===== src/hdl/cdud_pkg.sv =====
`timescale 1ns / 1ps

package cdud_pkg;

    // command codes carried in s_tuser
    localparam logic [1:0] CMD_LOAD    = 2'd0;
    localparam logic [1:0] CMD_NEXT    = 2'd1;
    localparam logic [1:0] CMD_PREV    = 2'd2;
    localparam logic [1:0] CMD_COMPARE = 2'd3;

    localparam logic [13:0] YEAR_MIN     = 14'd1000;
    localparam logic [13:0] YEAR_MAX     = 14'd9999;
    localparam logic [13:0] YEAR_DEFAULT = 14'd2019;
    localparam logic [4:0]  DAY_DEFAULT  = 5'd1;
    localparam logic [3:0]  MONTH_DEFAULT = 4'd1;
    localparam logic [3:0]  MONTH_FEB    = 4'd2;
    localparam logic [3:0]  MONTH_DEC    = 4'd12;
    localparam logic [5:0]  DAY_LIMIT    = 6'd31;

    // inverse of 25 modulo 2**14 and the largest product of a multiple of 25
    localparam logic [13:0] LEAP_INV25    = 14'd7209;
    localparam logic [13:0] LEAP_DIV25_MAX = 14'd655;

    typedef struct packed {
        logic [13:0] year;
        logic [3:0]  month;
        logic [4:0]  day;
    } cdud_date_t;

    typedef struct packed {
        logic [1:0]  cmd;
        logic [13:0] in_year;
        logic [3:0]  in_month;
        logic [5:0]  in_day;
    } cdud_item_t;

    typedef struct packed {
        cdud_date_t date;
        logic       is_before;
        logic       is_equal;
        logic       day_fixed;
        logic       month_fixed;
        logic       year_fixed;
    } cdud_result_t;

    // gregorian leap rule; divisibility by 25 via the modular inverse
    function automatic logic is_leap(input logic [13:0] year);
        logic [13:0] prod;
        logic        div4;
        logic        div16;
        logic        div25;
        prod  = 14'(year * LEAP_INV25);
        div4  = (year[1:0] == 2'd0);
        div16 = (year[3:0] == 4'd0);
        div25 = (prod <= LEAP_DIV25_MAX);
        return (div4 && div25) ? div16 : div4;
    endfunction

    // month length, month in 1..12
    function automatic logic [4:0] days_in(input logic [3:0] month, input logic leap);
        logic [4:0] len;
        case (month)
            MONTH_FEB: len = leap ? 5'd29 : 5'd28;
            4'd4,
            4'd6,
            4'd9,
            4'd11:   len = 5'd30;
            default: len = 5'd31;
        endcase
        return len;
    endfunction

endpackage


===== src/hdl/cdud_step.sv =====
`timescale 1ns / 1ps

module cdud_step
(
    input  cdud_pkg::cdud_item_t   item,
    input  cdud_pkg::cdud_date_t   cur,
    output cdud_pkg::cdud_result_t result
);

    logic        load_day_bad;
    logic        load_month_bad;
    logic        load_year_bad;
    logic [3:0]  load_month;
    logic [13:0] load_year;
    logic [4:0]  load_day;
    logic [4:0]  load_dim;
    logic        load_day_long;
    logic        cur_leap;
    logic [4:0]  cur_dim;
    logic [3:0]  prev_month;
    logic [13:0] prev_year;

    // range checks on the load request
    assign load_day_bad   = (item.in_day == 6'd0) || (item.in_day > cdud_pkg::DAY_LIMIT);
    assign load_month_bad = (item.in_month == 4'd0) || (item.in_month > cdud_pkg::MONTH_DEC);
    assign load_year_bad  = (item.in_year < cdud_pkg::YEAR_MIN)
                         || (item.in_year > cdud_pkg::YEAR_MAX);
    assign load_month     = load_month_bad ? cdud_pkg::MONTH_DEFAULT : item.in_month;
    assign load_year      = load_year_bad ? cdud_pkg::YEAR_DEFAULT : item.in_year;
    assign load_day       = load_day_bad ? cdud_pkg::DAY_DEFAULT : item.in_day[4:0];
    assign load_dim       = cdud_pkg::days_in(load_month, cdud_pkg::is_leap(load_year));
    assign load_day_long  = (load_day > load_dim);

    // current month length; a step back changes the year only into december
    assign cur_leap   = cdud_pkg::is_leap(cur.year);
    assign cur_dim    = cdud_pkg::days_in(cur.month, cur_leap);
    assign prev_month = (cur.month <= 4'd1) ? cdud_pkg::MONTH_DEC : cur.month - 4'd1;
    assign prev_year  = (cur.month > 4'd1) ? cur.year
                      : ((cur.year <= cdud_pkg::YEAR_MIN) ? cdud_pkg::YEAR_MAX
                                                          : cur.year - 14'd1);

    always_comb
    begin
        result = '0;

        // compare the held date against the raw request fields
        if (cur.year != item.in_year)
        begin
            result.is_before = (cur.year < item.in_year);
        end
        else if (cur.month != item.in_month)
        begin
            result.is_before = (cur.month < item.in_month);
        end
        else
        begin
            result.is_before = ({1'b0, cur.day} < item.in_day);
        end
        result.is_equal = (cur.year == item.in_year) && (cur.month == item.in_month)
                       && ({1'b0, cur.day} == item.in_day);

        result.date = cur;
        case (item.cmd)
            cdud_pkg::CMD_LOAD:
            begin
                result.date.year   = load_year;
                result.date.month  = load_month;
                result.date.day    = load_day_long ? cdud_pkg::DAY_DEFAULT : load_day;
                result.day_fixed   = load_day_bad || load_day_long;
                result.month_fixed = load_month_bad;
                result.year_fixed  = load_year_bad;
            end
            cdud_pkg::CMD_NEXT:
            begin
                if (cur.day >= cur_dim)
                begin
                    result.date.day = cdud_pkg::DAY_DEFAULT;
                    if (cur.month >= cdud_pkg::MONTH_DEC)
                    begin
                        result.date.month = cdud_pkg::MONTH_DEFAULT;
                        result.date.year  = (cur.year >= cdud_pkg::YEAR_MAX)
                                          ? cdud_pkg::YEAR_MIN : cur.year + 14'd1;
                    end
                    else
                    begin
                        result.date.month = cur.month + 4'd1;
                    end
                end
                else
                begin
                    result.date.day = cur.day + 5'd1;
                end
            end
            cdud_pkg::CMD_PREV:
            begin
                if (cur.day <= 5'd1)
                begin
                    result.date.month = prev_month;
                    result.date.year  = prev_year;
                    result.date.day   = cdud_pkg::days_in(prev_month, cur_leap);
                end
                else
                begin
                    result.date.day = cur.day - 5'd1;
                end
            end
            cdud_pkg::CMD_COMPARE:
            begin
                result.date = cur;
            end
            default:
            begin
                result.date = cur;
            end
        endcase
    end

endmodule


===== src/hdl/calendar_date_up_down_counter.sv =====
`timescale 1ns / 1ps

// Gregorian date counter (years 1000..9999) that loads, steps forward or back
// by one day, or only compares, one request per clock with no bubbles unless
// m_tready stalls the output. Each request is captured in an input register,
// and the step logic then updates the held date and the result register
// together once the result register is free or being emptied. The rate of one
// request per cycle is set by the held-date feedback loop through that step
// logic. After reset the date is 1 January 2019. Every result also reports how
// the date held before the request compares with the request's raw date fields.
module calendar_date_up_down_counter
(
    input  logic        clk,
    input  logic        rst_n,
    input  logic        s_tvalid,
    output logic        s_tready,
    input  logic [23:0] s_tdata,   // in_day[5:0], in_month[9:6], in_year[23:10]
    input  logic [1:0]  s_tuser,   // cmd[1:0]
    output logic        m_tvalid,
    input  logic        m_tready,
    output logic [31:0] m_tdata    // out_day[4:0], out_month[8:5], out_year[22:9],
                                   // is_before[23], is_equal[24], day_fixed[25],
                                   // month_fixed[26], year_fixed[27], zero[31:28]
);

    logic                   in_valid_reg;
    cdud_pkg::cdud_item_t   in_item_reg;
    logic                   out_valid_reg;
    cdud_pkg::cdud_result_t out_result_reg;
    cdud_pkg::cdud_date_t   date_reg;
    cdud_pkg::cdud_date_t   date_next;
    cdud_pkg::cdud_result_t step_result;
    logic                   advance;

    // the step moves when the result register is free or being emptied
    assign advance  = in_valid_reg && (!out_valid_reg || m_tready);
    assign s_tready = !in_valid_reg || advance;

    // input register
    always_ff @(posedge clk or negedge rst_n)
    begin
        if (!rst_n)
        begin
            in_valid_reg <= 1'b0;
        end
        else if (s_tready)
        begin
            in_valid_reg <= s_tvalid;
        end
    end

    always_ff @(posedge clk)
    begin
        if (s_tready && s_tvalid)
        begin
            in_item_reg.cmd      <= s_tuser;
            in_item_reg.in_day   <= s_tdata[5:0];
            in_item_reg.in_month <= s_tdata[9:6];
            in_item_reg.in_year  <= s_tdata[23:10];
        end
    end

    cdud_step u_step
    (
        .item   (in_item_reg),
        .cur    (date_reg),
        .result (step_result)
    );

    // held date
    assign date_next = advance ? step_result.date : date_reg;

    always_ff @(posedge clk or negedge rst_n)
    begin
        if (!rst_n)
        begin
            date_reg.day   <= cdud_pkg::DAY_DEFAULT;
            date_reg.month <= cdud_pkg::MONTH_DEFAULT;
            date_reg.year  <= cdud_pkg::YEAR_DEFAULT;
        end
        else
        begin
            date_reg <= date_next;
        end
    end

    // result register
    always_ff @(posedge clk or negedge rst_n)
    begin
        if (!rst_n)
        begin
            out_valid_reg <= 1'b0;
        end
        else if (advance)
        begin
            out_valid_reg <= 1'b1;
        end
        else if (m_tready)
        begin
            out_valid_reg <= 1'b0;
        end
    end

    always_ff @(posedge clk)
    begin
        if (advance)
        begin
            out_result_reg <= step_result;
        end
    end

    assign m_tvalid = out_valid_reg;
    assign m_tdata  = {4'd0,
                       out_result_reg.year_fixed,
                       out_result_reg.month_fixed,
                       out_result_reg.day_fixed,
                       out_result_reg.is_equal,
                       out_result_reg.is_before,
                       out_result_reg.date.year,
                       out_result_reg.date.month,
                       out_result_reg.date.day};

    // held date fields stay within their legal ranges
    assert property (@(posedge clk) disable iff (!rst_n)
        (date_reg.month >= 4'd1) && (date_reg.month <= cdud_pkg::MONTH_DEC)
        && (date_reg.day >= 5'd1)
        && (date_reg.year >= cdud_pkg::YEAR_MIN) && (date_reg.year <= cdud_pkg::YEAR_MAX))
        else $error("held date out of range");

    // held date only moves when a request is stepped
    assert property (@(posedge clk) disable iff (!rst_n)
        !advance |=> $stable(date_reg))
        else $error("held date changed without a step");

    // a pending result always shows the held date
    assert property (@(posedge clk) disable iff (!rst_n)
        out_valid_reg |-> (out_result_reg.date == date_reg))
        else $error("result date differs from held date");

    // fix flags only come from a load
    assert property (@(posedge clk) disable iff (!rst_n)
        (advance && (in_item_reg.cmd != cdud_pkg::CMD_LOAD))
        |=> !(out_result_reg.day_fixed || out_result_reg.month_fixed
              || out_result_reg.year_fixed))
        else $error("fix flag set outside load");

endmodule

===== config.mk =====
export PLATFORM = sky130hd
export DESIGN_NAME = calendar_date_up_down_counter
export DESIGN_NICKNAME = d
export VERILOG_FILES = /design/src/hdl/cdud_pkg.sv /design/src/hdl/cdud_step.sv /design/src/hdl/calendar_date_up_down_counter.sv
export SDC_FILE = /design/constraint.sdc
export NUM_CORES = 1
export LEC_CHECK = 0
export ABC_CLOCK_PERIOD_IN_PS = 9000
export BUFFER_PORTS_ARGS = -buffer_cell sky130_fd_sc_hd__buf_2
export CAP_MARGIN = 15
export CORE_ASPECT_RATIO = 1.25
export CORE_UTILIZATION = 35
export DETAILED_ROUTE_END_ITERATION = 8
export GPL_ROUTABILITY_DRIVEN = 0
export REMOVE_ABC_BUFFERS = 1
export SLEW_MARGIN = 20
export SYNTH_ARGS = -nofsm -noshare
export SYNTH_HDL_FRONTEND = slang
export SYNTH_HIERARCHICAL = 1
export SYNTH_SLANG_ARGS = --single-unit

===== constraint.sdc =====
create_clock -name clk -period 9 [get_ports clk]
set_clock_uncertainty 0.2 [all_clocks]
set_input_delay 1.35 -clock clk [delete_from_list [all_inputs] [get_ports clk]]
set_output_delay 1.35 -clock clk [all_outputs]
set_load 0.01 [all_outputs]

==> summary.md <==
## STA
- total negative slack for setup checks: 0 ns
- final hold violations: 0
- final number of max-transition violations: 0
- shortest clock period the worst path allows after layout: 7.289 ns
- final setup vio count: 0
- maximum clock frequency: 137.2 MHz
- worst hold-check slack: 0.3498 ns
- final worst setup slack: 1.711 ns
- final period utilization: 80.99%
- transition time at the pin with the least slew margin: 0.9545 ns
- worst slew slack as a fraction of its limit: 35.78%
- RSZ-0062 raised after global routing: no

## Final layout
- flip-flop count of the largest register, all copies and words added: 28
- Post-layout nets: 1043
- fillcell total: 2158
- ratio of cells with drive above 1 in the final layout: 15.00%
- post-route cell area: 8683 um2
- Inserted Diodes: 0
- area growth from synthesis to layout: 10.46%

## Setup path
- worst path arrival time: 7.37 ns
- type of the worst setup path: register to register
- kind of start point of the critical path: register
- type of destination of the critical path: register
- terminus of the critical flop-to-flop path: date_reg[0]
- reg2reg path depth: 26
- data required time at the worst endpoint: 9.08 ns
- r2r startpoint: in_item_reg[14]
- CP max FO: 13
- register-to-register setup slack: 1.71 ns

## Power
- P_sw: 1.612 mW
- peak supply drop: 395.7 uV
- sequential share of power: 20.9%
- switch share: 48.19%
- internal power: 1.733 mW
- Power Dens Cells: 385.1 nW/um2
- cell leakage power: 3.932 nW
- total power: 3.344 mW
- power share of the clock group: 10.3%
- Comb power frac: 68.9%

## Global routing
- global routing usage summed across all routing layers: 19.65%
- aggregate global routing overflow: 0
- met2 track utilization from global routing: 34.58%
- antenna violations before repair: 0
- global-route wire length before repair: 34470 um
- largest net degree at the start of global routing: 29
- vias in the first global route: 6405
- met1 Resource Use GR: 23.48%
- busiest layer in global routing: met2
- GRT met3 Usage: 2.778%

## Yosys
- Seq cells post-synth: 79
- top-count cell post-synth: ha_1
- synthesized instance count: 829
- top cells by area, synth: edfxtp_1, ha_1, fa_1, inv_1, dfrtp_1
- Yosys top cell area share: 20.63%
- Async S/R FF share, synth: 31.65%
- dominant cell type by area after synthesis: edfxtp_1
- part of the Yosys area used for sequential elements: 28.74%
- post-synthesis average cell area: 9.483 um2
- Yosys warning count: 6
- most used standard cells in the synthesized netlist: ha_1, inv_1, edfxtp_1
- number of synthesized flops with an enable pin: 54
- most frequently used flop master after synthesis: edfxtp_1
- number of different library cells in the post-synthesis netlist: 81
- Synth Cell Area: 7861 um2

## Drt
- average wire per cell in the routed design: 18.53 um
- total wirelength of the detailed-routed design: 21480 um
- first-pass iteration count of the detailed router: 5
- number of violations reported at the end of detailed-routing iteration 0: 344
- routed via count divided by cell count: 5.577
- DR vias: 6464
- DRC: 0
- antenna-violating nets left: 0

## Floorplanning
- die height: 169.6 um
- effective utilization at floorplan: 36.11%
- die outline area: 23070 um2
- area inside the core boundary: 21770 um2
- number of placement rows: 60
- I/O pins: 64
- die width: 136.0 um

## CTS
- Num CTS Buffers: 9
- clock root cell: clkbuf_16
- count of cells resized by post-cts repair: 0
- Clock transition at path regs: 0.06 ns
- count of buffers added by post-CTS timing repair for setup: 0
- number of buffers on the longest clock path: 2
- clock tree from TritonCTS: yes
- CTS H-tree depth: 3
- clock latency on the worst-skew pair: 0.36 ns
- number of clock sinks: 79
- Hold Buf Count CTS: 0

## Min path
- worst min-delay path category: register to register
- hold path depth: 1
- Endpoint, Worst Hold: m_tvalid
- Hold Startpoint: in_valid_reg

## Status
- status: finished clean

## Placed design
- setup slack at placement: 1.736 ns
- Detail Placement HPWL: 16390 um
- post-detailed-placement cell area: 8417 um2
- Port-buffer cells: 59

## Flow run
- count of max-cap constraint violations: 0

[cells by family (layout without fill, tap and decap cells)]
| family | after synthesis | count (layout) | share of synthesized area [%] |
|---|---|---|---|
| AOI/OAI and AO/OA | 190 | 190 | 16.79 |
| xor gates and xnor gates | 34 | 34 | 3.963 |
| adders and majority gates | 138 | 138 | 24.06 |
| buffers and inverters | 145 | 193 | 7.337 |
| DFF | 79 | 79 | 28.74 |
| muxes | 28 | 28 | 4.870 |
| other | 1 | 4 | 0.04770 |
| and+or+nand+nor | 214 | 214 | 14.18 |
[power groups by stage]
| stage | logic, mW | clock network (mW) | registers, mW |
|---|---|---|---|
| CTS | 2.33 | 0.358 | 0.695 |
| global route | 2.63 | 0.370 | 0.717 |
| finish | 2.30 | 0.344 | 0.697 |
| global placement | 2.29 | 0 | 0.703 |
| floorplan | 1.79 | 0 | 0.643 |
| detailed placement | 2.31 | 0 | 0.701 |
[worst max-delay path, stage by stage, from the launching register on]
cell,delay [ns]
edfxtp_1,0.43
or4_1,0.60
a41oi_1,0.32
and2_1,0.47
nand2_1,0.25
inv_1,0.16
fa_1,0.43
inv_1,0.07
ha_1,0.23
ha_1,0.28
inv_1,0.05
fa_1,0.50
fa_1,0.44
xor2_1,0.16
xnor2_1,0.19
xnor2_1,0.11
xnor2_1,0.22
xnor3_1,0.33
a31oi_1,0.22
ha_1,0.18
nor2b_1,0.04
o211a_1,0.22
nor4_1,0.44
o32ai_1,0.15
nor3_1,0.14
a21oi_1,0.10
mux2_2,0.27
[metrics by stage]
| stage | std cells | utilization (%) |
|---|---|---|
| after floorplan | 796 | - |
| after global placement | 1143 | 38.66 |
| after detailed placement | 1143 | 38.66 |
| after CTS | 1159 | 39.89 |
| after global routing | 1159 | 39.89 |
| final | 1159 | 39.89 |
[area by class of cell]
type                       count  area [um2]  share of cell area [%]
timing repair buffer          68       362.8                   4.179
inverter                     109       409.1                   4.712
clock inverter                 6       37.54                  0.4323
sequential                    79        2260                   26.02
clock buffer                  10       229.0                   2.637
tap                          279       349.1                   4.020
multi-input combinational    608        5036                   58.00
[worst max path at each step]
| stage | start | slack (ns) | to | depth (start not counted) |
|---|---|---|---|---|
| detailed placement | in_item_reg[14] | 1.74 | date_reg[0] | 26 |
| CTS | in_item_reg[14] | 1.70 | date_reg[0] | 26 |
| floorplan | date_reg[9] | 2.48 | date_reg[20] | 22 |
| finish | in_item_reg[14] | 1.71 | date_reg[0] | 26 |
| global route | in_item_reg[14] | 1.19 | date_reg[0] | 26 |
| global placement | in_item_reg[14] | 1.90 | date_reg[0] | 26 |
[cells in the final DEF, fill, tap and decap left out, types with 5 or more instances in the layout]
master | synthesis | layout
a31oi_1 | 9 | 9
nand4_1 | 14 | 14
buf_4 | 4 | 9
o22ai_1 | 5 | 5
clkbuf_16 | 0 | 9
xnor2_1 | 28 | 28
a21o_1 | 14 | 14
mux2_2 | 6 | 6
mux2_4 | 19 | 19
nor2b_1 | 9 | 9
nand3_1 | 25 | 25
a21boi_0 | 5 | 5
and3_1 | 10 | 10
xor2_1 | 5 | 5
nor4_1 | 9 | 9
nor3_1 | 19 | 19
nand2b_1 | 9 | 9
dfrtp_1 | 15 | 15
nor2_1 | 40 | 40
nand2_1 | 48 | 48
ha_1 | 116 | 116
a211oi_1 | 6 | 6
fa_1 | 22 | 22
dfstp_2 | 10 | 10
o211ai_1 | 10 | 10
a21oi_1 | 43 | 43
edfxtp_1 | 54 | 54
o21ai_0 | 30 | 30
buf_2 | 2 | 59
inv_1 | 109 | 109
and2_1 | 7 | 7
o221ai_1 | 6 | 6
[per-layer routing]
| layer | share of wire (%) | vias up |
|---|---|---|
| li1 | - | 3100 |
| met3 | 4.5 | 51 |
| met5 | 0 | - |
| met4 | 3.3 | 0 |
| met1 | 41 | 3124 |
| met2 | 51 | 189 |
No activity file was read; power rests on OpenSTA's default activity.
